### config.mk
export PLATFORM = sky130hd
export DESIGN_NAME = tcp_congestion_window_update_flat
export DESIGN_NICKNAME = d
export VERILOG_FILES = /design/src/rtl/tcpcw_pkg.sv /design/src/rtl/tcpcw_chan_if.sv /design/src/rtl/tcpcw_in_stage.sv /design/src/rtl/tcpcw_update.sv /design/src/rtl/tcp_congestion_window_update.sv /design/src/flat_wrapper.sv
export VERILOG_INCLUDE_DIRS = /design/src /design/src/rtl
export SDC_FILE = /design/constraint.sdc
export NUM_CORES = 1
export LEC_CHECK = 0
export BUFFER_PORTS_ARGS = -buffer_cell sky130_fd_sc_hd__buf_2
export CELL_PAD_IN_SITES_DETAIL_PLACEMENT = 0
export CELL_PAD_IN_SITES_GLOBAL_PLACEMENT = 1
export CORE_AREA = 2 2 39 41
export DETAILED_ROUTE_END_ITERATION = 12
export DIE_AREA = 0 0 41 43
export GPL_ROUTABILITY_DRIVEN = 0
export GPL_TIMING_DRIVEN = 0
export PLACE_DENSITY_LB_ADDON = 0.1
export SYNTH_ARGS = -nofsm -noshare
export SYNTH_HDL_FRONTEND = slang
export SYNTH_SLANG_ARGS = --single-unit
### constraint.sdc
create_clock -name clk -period 1.34 [get_ports clk]
set_clock_uncertainty 0.1 [all_clocks]
set_input_delay 0.067 -clock clk [delete_from_list [all_inputs] [get_ports clk]]
set_output_delay 0.067 -clock clk [all_outputs]
set_load 0.01 [all_outputs]
### src/rtl/tcp_congestion_window_update_assert.svh
// Assertion macros for the congestion window RTL.
// Define ASSERT_OFF to compile every check away.
`ifndef TCP_CONGESTION_WINDOW_UPDATE_ASSERT_SVH
`define TCP_CONGESTION_WINDOW_UPDATE_ASSERT_SVH
`ifndef ASSERT_OFF
`define TCPCW_ASSERT(name, clk, rst, prop, msg) \
  name: assert property (@(posedge clk) disable iff (rst) prop) else $error(msg);
`define TCPCW_ASSERT_NR(name, clk, prop, msg) \
  name: assert property (@(posedge clk) prop) else $error(msg);
`else
`define TCPCW_ASSERT(name, clk, rst, prop, msg)
`define TCPCW_ASSERT_NR(name, clk, prop, msg)
`endif
`endif

### src/rtl/tcpcw_pkg.sv
// Package for the congestion window block: item types, phase codes,
// register indexes and reset values. No dependencies.
`timescale 1ns / 1ps
package tcpcw_pkg;

  localparam int DUPACK_LIMIT_DEF = 3;
  localparam int WINDOW_BITS_DEF  = 16;

  localparam logic [1:0] PH_OPEN     = 2'd0;
  localparam logic [1:0] PH_DISORDER = 2'd1;
  localparam logic [1:0] PH_RECOVERY = 2'd2;

  localparam int CFG_INDEX_BITS = 2;
  localparam logic [CFG_INDEX_BITS-1:0] REG_INIT_THRESHOLD = 2'd0;
  localparam logic [CFG_INDEX_BITS-1:0] REG_INIT_UNACKED   = 2'd1;

  localparam logic [15:0] THRESHOLD_RESET = 16'd64;
  localparam logic [31:0] UNACKED_RESET   = 32'd0;

  typedef struct packed {
    logic [31:0] ack_number;
    logic [31:0] next_send_seq;
  } ack_item_t;

  typedef struct packed {
    logic        need_resend;
    logic        ack_error;
    logic [15:0] window_size;
    logic [15:0] slow_start_threshold;
    logic [1:0]  window_phase;
    logic [31:0] oldest_unacked;
  } result_item_t;

  typedef struct packed {
    logic [CFG_INDEX_BITS-1:0] reg_index;
    logic [31:0]               reg_data;
  } cfg_item_t;

  // Connection state apart from the window, whose width is a parameter.
  typedef struct packed {
    logic [1:0]  phase;
    logic [7:0]  dup_count;
    logic [15:0] threshold;
    logic [31:0] unacked_seq;
    logic [31:0] recovery_mark;
    logic [15:0] avoid_count;
  } conn_state_t;

endpackage

### src/rtl/tcpcw_chan_if.sv
// Valid/ready channel carrying one item of a given payload type.
// No dependencies.
`timescale 1ns / 1ps
interface tcpcw_chan_if #(parameter type item_t = logic);
  logic  valid;
  logic  ready;
  item_t data;

  modport source(output valid, output data, input ready);
  modport sink(input valid, input data, output ready);
endinterface

### src/rtl/tcpcw_in_stage.sv
// Input register for ACK items.
// Depends on tcpcw_pkg and tcpcw_chan_if.
`timescale 1ns / 1ps
module tcpcw_in_stage (
  input  logic                  clk,
  input  logic                  rst,
  tcpcw_chan_if.sink            ack,
  input  logic                  advance,
  output logic                  valid,
  output tcpcw_pkg::ack_item_t  item
);
  assign ack.ready = !valid || advance;

  always_ff @(posedge clk) begin
    if (rst) begin
      valid <= 1'b0;
    end else if (ack.ready) begin
      valid <= ack.valid;
    end
  end

  always_ff @(posedge clk) begin
    if (ack.valid && ack.ready) begin
      item <= ack.data;
    end
  end
endmodule

### src/rtl/tcpcw_update.sv
// Next-state and result logic for one ACK against the current state.
// Depends on tcpcw_pkg.
`timescale 1ns / 1ps
module tcpcw_update #(
  parameter int DUPACK_LIMIT = tcpcw_pkg::DUPACK_LIMIT_DEF,
  parameter int WINDOW_BITS  = tcpcw_pkg::WINDOW_BITS_DEF
) (
  input  tcpcw_pkg::conn_state_t  cur,
  input  logic [WINDOW_BITS-1:0]  window_cur,
  input  tcpcw_pkg::ack_item_t    item,
  output tcpcw_pkg::conn_state_t  nxt,
  output logic [WINDOW_BITS-1:0]  window_nxt,
  output tcpcw_pkg::result_item_t res
);
  import tcpcw_pkg::*;

  localparam int CW = (WINDOW_BITS > 16) ? WINDOW_BITS : 16;

  logic                   dup;
  logic                   ahead;
  logic                   err;
  logic                   resend;
  logic                   grow;
  logic [31:0]            diff;
  logic [31:0]            mark_diff;
  logic [WINDOW_BITS-1:0] w;

  assign diff      = item.ack_number - cur.unacked_seq;
  assign mark_diff = cur.recovery_mark - item.ack_number;
  assign dup       = (diff == 32'd0);
  assign ahead     = (diff != 32'd0) && !diff[31];
  assign err       = !dup && !ahead;

  always_comb begin
    nxt    = cur;
    w      = window_cur;
    resend = 1'b0;
    grow   = 1'b0;
    if (!err) begin
      case (cur.phase)
        PH_OPEN: begin
          if (dup) begin
            nxt.dup_count = 8'd1;
            nxt.phase     = PH_DISORDER;
          end else begin
            nxt.unacked_seq = item.ack_number;
            nxt.dup_count   = 8'd0;
          end
          grow = 1'b1;
        end
        PH_DISORDER: begin
          if (dup) begin
            if (cur.dup_count != 8'hFF) begin
              nxt.dup_count = cur.dup_count + 8'd1;
            end
            if (nxt.dup_count >= 8'(DUPACK_LIMIT)) begin
              nxt.phase         = PH_RECOVERY;
              nxt.recovery_mark = item.next_send_seq;
              w                 = window_cur >> 1;
              if (w == '0) begin
                w = WINDOW_BITS'(1);
              end
              nxt.threshold = (CW'(w) > CW'(16'hFFFF)) ? 16'hFFFF : 16'(w);
              resend        = 1'b1;
            end
          end else begin
            nxt.unacked_seq = item.ack_number;
            nxt.dup_count   = 8'd0;
            nxt.phase       = PH_OPEN;
          end
          grow = 1'b1;
        end
        default: begin
          if (dup) begin
            if (cur.dup_count != 8'hFF) begin
              nxt.dup_count = cur.dup_count + 8'd1;
            end
          end else begin
            nxt.unacked_seq = item.ack_number;
            nxt.dup_count   = 8'd0;
            if (mark_diff != 32'd0 && !mark_diff[31]) begin
              resend = 1'b1;
            end else begin
              nxt.phase = PH_OPEN;
            end
          end
        end
      endcase
    end

    // slow start below the threshold, one segment per window of ACKs above
    if (grow) begin
      if (CW'(w) < CW'(nxt.threshold)) begin
        nxt.avoid_count = 16'd0;
        if (w != '1) begin
          w = w + 1'b1;
        end
      end else begin
        if (nxt.avoid_count != 16'hFFFF) begin
          nxt.avoid_count = nxt.avoid_count + 16'd1;
        end
        if (CW'(nxt.avoid_count) >= CW'(w)) begin
          nxt.avoid_count = 16'd0;
          if (w != '1) begin
            w = w + 1'b1;
          end
        end
      end
    end
  end

  assign window_nxt = w;

  assign res.need_resend          = resend;
  assign res.ack_error            = err;
  assign res.window_size          = 16'(w);
  assign res.slow_start_threshold = nxt.threshold;
  assign res.window_phase         = nxt.phase;
  assign res.oldest_unacked       = nxt.unacked_seq;
endmodule

### src/rtl/tcp_congestion_window_update.sv
// Top level of the congestion window block: state, result register, config.
// Depends on tcpcw_pkg, tcpcw_chan_if, tcpcw_in_stage, tcpcw_update.
//
// channel  role    payload
// ack      sink    ack_number, next_send_seq
// result   source  need_resend, ack_error, window_size, slow_start_threshold,
//                  window_phase, oldest_unacked
// cfg      sink    reg_index, reg_data (0 initial threshold, 1 initial unacked)
//
// One ACK per cycle while result is not stalled; each result is registered.
// The input register feeds the update logic, which writes the state and the
// result register in the same cycle, so each ACK sees the state its
// predecessor left. A stalled result holds the pipe; cfg is always ready.
// Reset: window 1, threshold 64, unacked 0, phase open, counts zero.
`timescale 1ns / 1ps
`include "tcp_congestion_window_update_assert.svh"
module tcp_congestion_window_update #(
  parameter int DUPACK_LIMIT = tcpcw_pkg::DUPACK_LIMIT_DEF,
  parameter int WINDOW_BITS  = tcpcw_pkg::WINDOW_BITS_DEF
) (
  input  logic         clk,
  input  logic         rst,
  tcpcw_chan_if.sink   ack,
  tcpcw_chan_if.source result,
  tcpcw_chan_if.sink   cfg
);
  import tcpcw_pkg::*;

  logic                   advance;
  logic                   fire;
  logic                   s1_valid;
  ack_item_t              s1_item;
  conn_state_t            state;
  conn_state_t            state_next;
  logic [WINDOW_BITS-1:0] window;
  logic [WINDOW_BITS-1:0] window_next;
  result_item_t           upd_res;
  result_item_t           res_q;
  logic                   res_valid;
  cfg_item_t              cfg_item;

  assign advance = !res_valid || result.ready;
  assign fire    = s1_valid && advance;

  tcpcw_in_stage u_in (
    .clk     (clk),
    .rst     (rst),
    .ack     (ack),
    .advance (advance),
    .valid   (s1_valid),
    .item    (s1_item)
  );

  tcpcw_update #(
    .DUPACK_LIMIT (DUPACK_LIMIT),
    .WINDOW_BITS  (WINDOW_BITS)
  ) u_upd (
    .cur        (state),
    .window_cur (window),
    .item       (s1_item),
    .nxt        (state_next),
    .window_nxt (window_next),
    .res        (upd_res)
  );

  assign cfg.ready = 1'b1;
  assign cfg_item  = cfg.data;

  always_ff @(posedge clk) begin
    if (rst) begin
      state.phase         <= PH_OPEN;
      state.dup_count     <= 8'd0;
      state.threshold     <= THRESHOLD_RESET;
      state.unacked_seq   <= UNACKED_RESET;
      state.recovery_mark <= 32'd0;
      state.avoid_count   <= 16'd0;
      window              <= WINDOW_BITS'(1);
    end else begin
      if (fire) begin
        state  <= state_next;
        window <= window_next;
      end
      if (cfg.valid && cfg.ready) begin
        case (cfg_item.reg_index)
          REG_INIT_THRESHOLD: state.threshold   <= cfg_item.reg_data[15:0];
          REG_INIT_UNACKED:   state.unacked_seq <= cfg_item.reg_data;
          default: ;
        endcase
      end
    end
  end

  always_ff @(posedge clk) begin
    if (rst) begin
      res_valid <= 1'b0;
    end else if (advance) begin
      res_valid <= s1_valid;
    end
  end

  always_ff @(posedge clk) begin
    if (fire) begin
      res_q <= upd_res;
    end
  end

  assign result.valid = res_valid;
  assign result.data  = res_q;

  `TCPCW_ASSERT(a_window_nonzero, clk, rst, window != '0, "window reached zero")
  `TCPCW_ASSERT(a_err_keeps_state, clk, rst,
    fire && upd_res.ack_error |=> $stable(window) && $stable(state.phase),
    "rejected ACK changed window state")
  `TCPCW_ASSERT(a_resend_in_recovery, clk, rst,
    res_valid && res_q.need_resend |-> res_q.window_phase == PH_RECOVERY,
    "resend outside recovery")
  `TCPCW_ASSERT(a_resend_not_err, clk, rst,
    res_valid |-> !(res_q.need_resend && res_q.ack_error),
    "resend on rejected ACK")
  `TCPCW_ASSERT(a_fire_gives_result, clk, rst, fire |=> res_valid,
    "processed ACK produced no result")
endmodule
### src/flat_wrapper.sv
// flat-port wrapper written by rule: the top's interface ports become plain ports
module tcp_congestion_window_update_flat import tcpcw_pkg::*;
#(
  parameter int DUPACK_LIMIT = tcpcw_pkg::DUPACK_LIMIT_DEF,
  parameter int WINDOW_BITS  = tcpcw_pkg::WINDOW_BITS_DEF
)
  (clk, rst, ack_valid, ack_data, ack_ready, result_valid, result_data, result_ready, cfg_valid, cfg_data, cfg_ready);
  tcpcw_chan_if ack_i ();
  tcpcw_chan_if result_i ();
  tcpcw_chan_if cfg_i ();
  input  logic clk;
  input  logic rst;
  input wire logic [$bits(ack_i.valid)-1:0] ack_valid;
  input wire logic [$bits(ack_i.data)-1:0] ack_data;
  output wire logic [$bits(ack_i.ready)-1:0] ack_ready;
  output wire logic [$bits(result_i.valid)-1:0] result_valid;
  output wire logic [$bits(result_i.data)-1:0] result_data;
  input wire logic [$bits(result_i.ready)-1:0] result_ready;
  input wire logic [$bits(cfg_i.valid)-1:0] cfg_valid;
  input wire logic [$bits(cfg_i.data)-1:0] cfg_data;
  output wire logic [$bits(cfg_i.ready)-1:0] cfg_ready;
  assign ack_i.valid = ack_valid;
  assign ack_i.data = ack_data;
  assign ack_ready = ack_i.ready;
  assign result_valid = result_i.valid;
  assign result_data = result_i.data;
  assign result_i.ready = result_ready;
  assign cfg_i.valid = cfg_valid;
  assign cfg_i.data = cfg_data;
  assign cfg_ready = cfg_i.ready;
  tcp_congestion_window_update #(.DUPACK_LIMIT(DUPACK_LIMIT), .WINDOW_BITS(WINDOW_BITS)) u_core (.clk(clk), .rst(rst), .ack(ack_i), .result(result_i), .cfg(cfg_i));
endmodule
==> results.yml, run 1 <==
grt:
  grt_pass1_vias: 90
  overflow: 0
  grt_usage: 0.0411
  grt_max_degree: 4
  grt_pass1_wl_um: 379
  antenna_found_initial: 0
power:
  p_leak_uw: 0.000113
  power.switching_uw: 44.5
  finalPower_uw: 223
  clock_power_share: 0.578
  p_per_area_mw_per_mm2: 1120
  pwr-share-comb: 0.119
  intPower_uw: 179
  swShare: 0.199
  seqPwrFrac: 0.303
  ir_worst_vdd_mv: 0.351
setup_path:
  cp-startpoint: "rst"
  crit_path_start_kind: "primary input"
  r2r_setup_slack_ns: 0.06
  cp_max_fo: 2
  reg2reg_from: "u_core.u_in.valid"
  path_common_cell: "dlygate4sd3_1"
  crit_slowest_cell: "dlygate4sd3_1"
  crit_type: "in2reg"
  end_kind: "register"
  cpPeakStageDelay_ns: 0.54
  crit_buf_inv: 3
  crit_chain: "dlygate4sd3_1 > buf_2 > a21oi_2 > dlygate4sd3_1"
  crit_required_ns: 1.40
  crit_family: "buffers and inverters"
  arrival_ns: 1.36
synthesis:
  synth_top_family_by_area: "simple AND/OR/NAND/NOR gates"
  async_flop_share: 0
  synthXorXnorAreaFrac: 0
  synth.area.mux_share: 0
  syn-cell-area_um2: 110
  synthAdderAreaFrac: 0
  synthCells: 12
  synthSimpleGateAreaFrac: 0.239
  syn_area_per_cell_um2: 9.18
  synth_seq_area_share: 0.364
  ys.warnings.count: 0
  synth_edf_count: 0
  synth.distinct_cells: 8
  yosys.area.top_type: "dfxtp_1"
  synthesis.nets: 19
  synth_top_cell_area_share: 0.364
  ys.flop_type: "dfxtp_1"
  synth_compound_area_frac: 0.125
  synth_commonest_cells: "2 x buf_4, 2 x conb_1, 2 x dfxtp_1, 2 x inv_1"
  ys_seq_elements: 2
  synth_area_leaders: "dfxtp_1 36%, nand3b_4 18%, buf_4 14%"
die:
  core_mm2: 0.00138
  die_w_um: 41
  die_h_um: 43
  rows: 14
  start_util: 0.0796
  die-area_mm2: 0.00176
  num_io_pins: 11
clock_network:
  cts_sinks: 2
  h-tree-depth: 1
  root_buffer: "clkbuf_4"
  cts_tree: "built"
  max-clock-path-buffers: 2
  cts_buffers: 3
  post_cts_buffers: 0
  clkSlewWorstSetupHoldPaths_ns: 0.03
  clock_latency_ns: 0.22
timing:
  hold_viol: 0
  max_freq_mhz: 771
  slew_violations: 0
  post-route-min-period_ns: 1.30
  whs_ns: 0.0389
  tns_ns: 0
  rsz0062_at_grt: "false"
  post-route-period-util: 0.968
  setup-violations-final: 0
route:
  via_count: 96
  routed_via_density: 2.53
  drt-total-wl_um: 227
  post_drt_wl_per_cell_um: 5.97
  dr.pass1.iters: 2
  drtIter0Drc: 6
  drc: 0
  detail-route-antenna-nets: 0
final_layout:
  area_growth_pct: 80.7
  diodes: 0
  finalCoreUtilization: 0.144
  drive_above_1_share: 0.591
  nNetsFinal: 31
worst_hold_path:
  hold_start: "result_ready"
  hp-class: "in2reg"
placement:
  io_buffer_count: 5
run_status:
  run_status: "finished clean"
job:
  drv_cap: 0
[cell families after synthesis]
family / Yosys count
buf+inv: 4
compound gates: 2
flops: 2
simple gates: 2
other cells: 2
[final timing paths]
kind	end	depth (start not counted)
worst max-delay path	u_core.u_in.valid	4
worst min-delay path	u_core.result.valid	3
worst max register to register	u_core.u_in.valid	3
worst min register to register	u_core.result.valid	2
[through the flow]
step / setup slack [ns] / cells / instance area [um^2]
finish: 0.0428 / 38 / 199
global route: 0.00865 / 38 / 199
CTS: 0.0263 / 38 / 198
detailed placement: 0.558 / 33 / 155
global placement: 0.563 / 33 / 155
floorplan: 0.520 / 12 / 110
[layout by cell type, fill, tap and decap left out]
| cell type | n |
|---|---|
| a21oi_1 | 1 |
| a21oi_2 | 1 |
| buf_2 | 5 |
| buf_4 | 2 |
| clkbuf_4 | 3 |
| conb_1 | 2 |
| dfxtp_1 | 1 |
| dfxtp_2 | 1 |
| dlygate4sd3_1 | 2 |
| inv_1 | 2 |
| nand2b_1 | 1 |
| nand3b_4 | 1 |
[registers in the layout, summed over array words and instances, names as in the netlist]
register	count
u_core.result.valid	1
u_core.u_in.valid	1
[final cells by class]
type                            instances  area, um^2
Multi-Input combinational cell          6        47.5
Timing Repair Buffer                    7        45.0
Buffer                                  2        15.0
Fill cell                             159        1180
Inverter                                2        7.51
Tap cell                               16        20.0
Clock buffer                            3        22.5
Sequential cell                         2        41.3
[power groups by stage]
stage          clock network [uW]  logic (uW)  registers, uW
2_1_floorplan                   0        13.1           68.6
3_3_place_gp                    0        21.6           68.2
3_5_place_dp                    0        21.8           68.1
4_1_cts                       138        26.4           67.3
5_1_grt                       146        29.0           67.9
6_report                      129        26.5           67.7
[worst register-to-register path, stage by stage (launching register included)]
cell and delay (ns):
dfxtp_1 0.36, nand3b_4 0.10, a21oi_2 0.13, dlygate4sd3_1 0.54
[timing repair]
item,CTS,global route
hold endpoints to repair,2,0
gates resized for setup,0,1
hold buffers,2,0
setup endpoints to repair,0,1
[routing by layer]
layer  track usage  part of all wire
met5             0                 0
met4        0.0200                 0
met3        0.0785              0.18
met2        0.0313              0.29
met1        0.0415              0.53
No activity file was read; power rests on OpenSTA's default activity.
==> run 2, diff against run 1 <==
Settings changed: CTS_BUF_LIST set to sky130_fd_sc_hd__clkbuf_8 sky130_fd_sc_hd__clkbuf_16, HOLD_SLACK_MARGIN set to 0.03.
==> run 2 against run 1 <==
- first-iteration DRC count is the same
- cell count is the same
- clock-buffer cell count unchanged
- register-to-register slack better by 0.51 ns
- sequential power about the same
- critical path type is now reg2out
==> results.yml, run 2 (same netlist as run 1, synthesis figures left out) <==
clock_network:
  cts_tree: "built"
  cts_buffers: 3
  h-tree-depth: 1
  cts_sinks: 2
  clock_latency_ns: 0.21
  clkSlewWorstSetupHoldPaths_ns: 0.03
  root_buffer: "clkbuf_8"
  post_cts_buffers: 0
  max-clock-path-buffers: 2
route:
  via_count: 98
  drtIter0Drc: 6
  drc: 0
  routed_via_density: 2.58
  detail-route-antenna-nets: 0
  drt-total-wl_um: 253
  post_drt_wl_per_cell_um: 6.66
  dr.pass1.iters: 2
final_layout:
  reg_top3: "u_core.result.valid: 1 flops, u_core.u_in.valid: 1 flops"
  area_growth_pct: 96.6
  register_area_um2: 40.0
  mostFrequentLayoutCells: "5 x buf_2, 3 x clkbuf_8"
  diodes: 0
  fillers: 150
  final_common_cell: "buf_2"
  nNetsFinal: 31
  multi_input_comb_area_um2: 47.5
  drive_above_1_share: 0.545
grt:
  grt_max_degree: 4
  use_met1: 0.0383
  overflow: 0
  grt_pass1_vias: 88
  antenna_found_initial: 0
  grt.met3_usage: 0.0628
  grt_usage: 0.0371
  grt_pass1_wl_um: 351
  top_usage_layer: "met3"
  use_met2: 0.0313
die:
  core_mm2: 0.00138
  die_h_um: 43
  die_w_um: 41
  die-area_mm2: 0.00176
  start_util: 0.0796
  rows: 14
  num_io_pins: 11
setup_path:
  crit_chain: "nand3b_4 > buf_2"
  crit_buf_inv: 1
  cp_max_fo: 3
  cp-startpoint: "u_core.result.valid"
  arrival_ns: 0.83
  cpPeakStageDelay_ns: 0.38
  crit_required_ns: 1.17
  crit_type: "reg2out"
  crit_slowest_cell: "dfxtp_1"
  crit_family: "flip-flops"
  end_kind: "primary output"
  crit_path_start_kind: "register"
  reg2reg_from: "u_core.result.valid"
timing:
  post-route-period-util: 0.742
  rsz0062_at_grt: "false"
  setup-violations-final: 0
  hold_viol: 0
  max_freq_mhz: 1010
  slew_violations: 0
  post-route-min-period_ns: 0.995
  setup_ws_ns: 0.345
  tns_ns: 0
power:
  pwr-share-comb: 0.082
  p_per_area_mw_per_mm2: 1500
  finalPower_uw: 325
  intPower_uw: 269
  power.switching_uw: 55.4
  clock_power_share: 0.710
  ir_worst_vdd_mv: 0.609
  p_leak_uw: 0.000119
  seqPwrFrac: 0.208
  swShare: 0.171
placement:
  place_ws_ns: 0.558
  io_buffer_count: 5
run_status:
  run_status: "finished clean"
job:
  drv_cap: 0
worst_hold_path:
  hp-class: "in2reg"
  hold_start: "result_ready"
-- run 2: cell counts in the layout (fill, tap and decap cells not counted) --
No cell type changed its count.
-- run 2: per-layer routing --
metal | routed length (um) | part of all wire
met5 | 0 | 0
met4 | 0 | 0
met3 | 52 | 0.21
met2 | 88 | 0.35
met1 | 112 | 0.44
-- run 2: worst min-delay path, cell delays in order --
cell	delay [ns]
buf_2	0.09
nand2b_1	0.10
a21oi_1	0.06
-- run 2: worst paths after layout --
| kind | depth (start not counted) | endpoint | slack, ns |
|---|---|---|---|
| min reg2reg | 2 | u_core.result.valid | 0.37 |
| max | 2 | ack_ready | 0.35 |
| min | 3 | u_core.result.valid | 0.06 |
| max reg2reg | 2 | u_core.u_in.valid | 0.57 |
-- run 2: what timing repair did --
action	4_1_cts	5_1_grt
endpoints found under the setup margin	0	1
hold buffers	2	1
resized for setup	0	0
endpoints found under the hold margin	2	1
-- run 2: layout make-up --
type                       count  share of cell area
sequential                     2               0.185
timing repair buffer           7               0.208
clock buffer                   3               0.191
inverter                       2              0.0347
buffer                         2              0.0694
tap                           16              0.0925
multi-input combinational      6               0.220
-- run 2: power groups by stage --
stage,clock (uW),sequential [uW],combinational [uW]
finish,231,67.4,26.6
global route,244,67.6,29.0
floorplan,0,68.6,13.1
CTS,239,67.3,26.4
global placement,0,68.2,21.6
detailed placement,0,68.1,21.8
-- run 2: stage by stage --
stage               cell area, um^2  hold slack [ns]  instances   util
finish                          216           0.0587         38  0.156
global route                    216           0.0745         38  0.156
CTS                             216           0.0539         38  0.156
detailed placement              155            0.156         33  0.112
global placement                155            0.150         33  0.112
floorplan                       110           0.0294         12      -
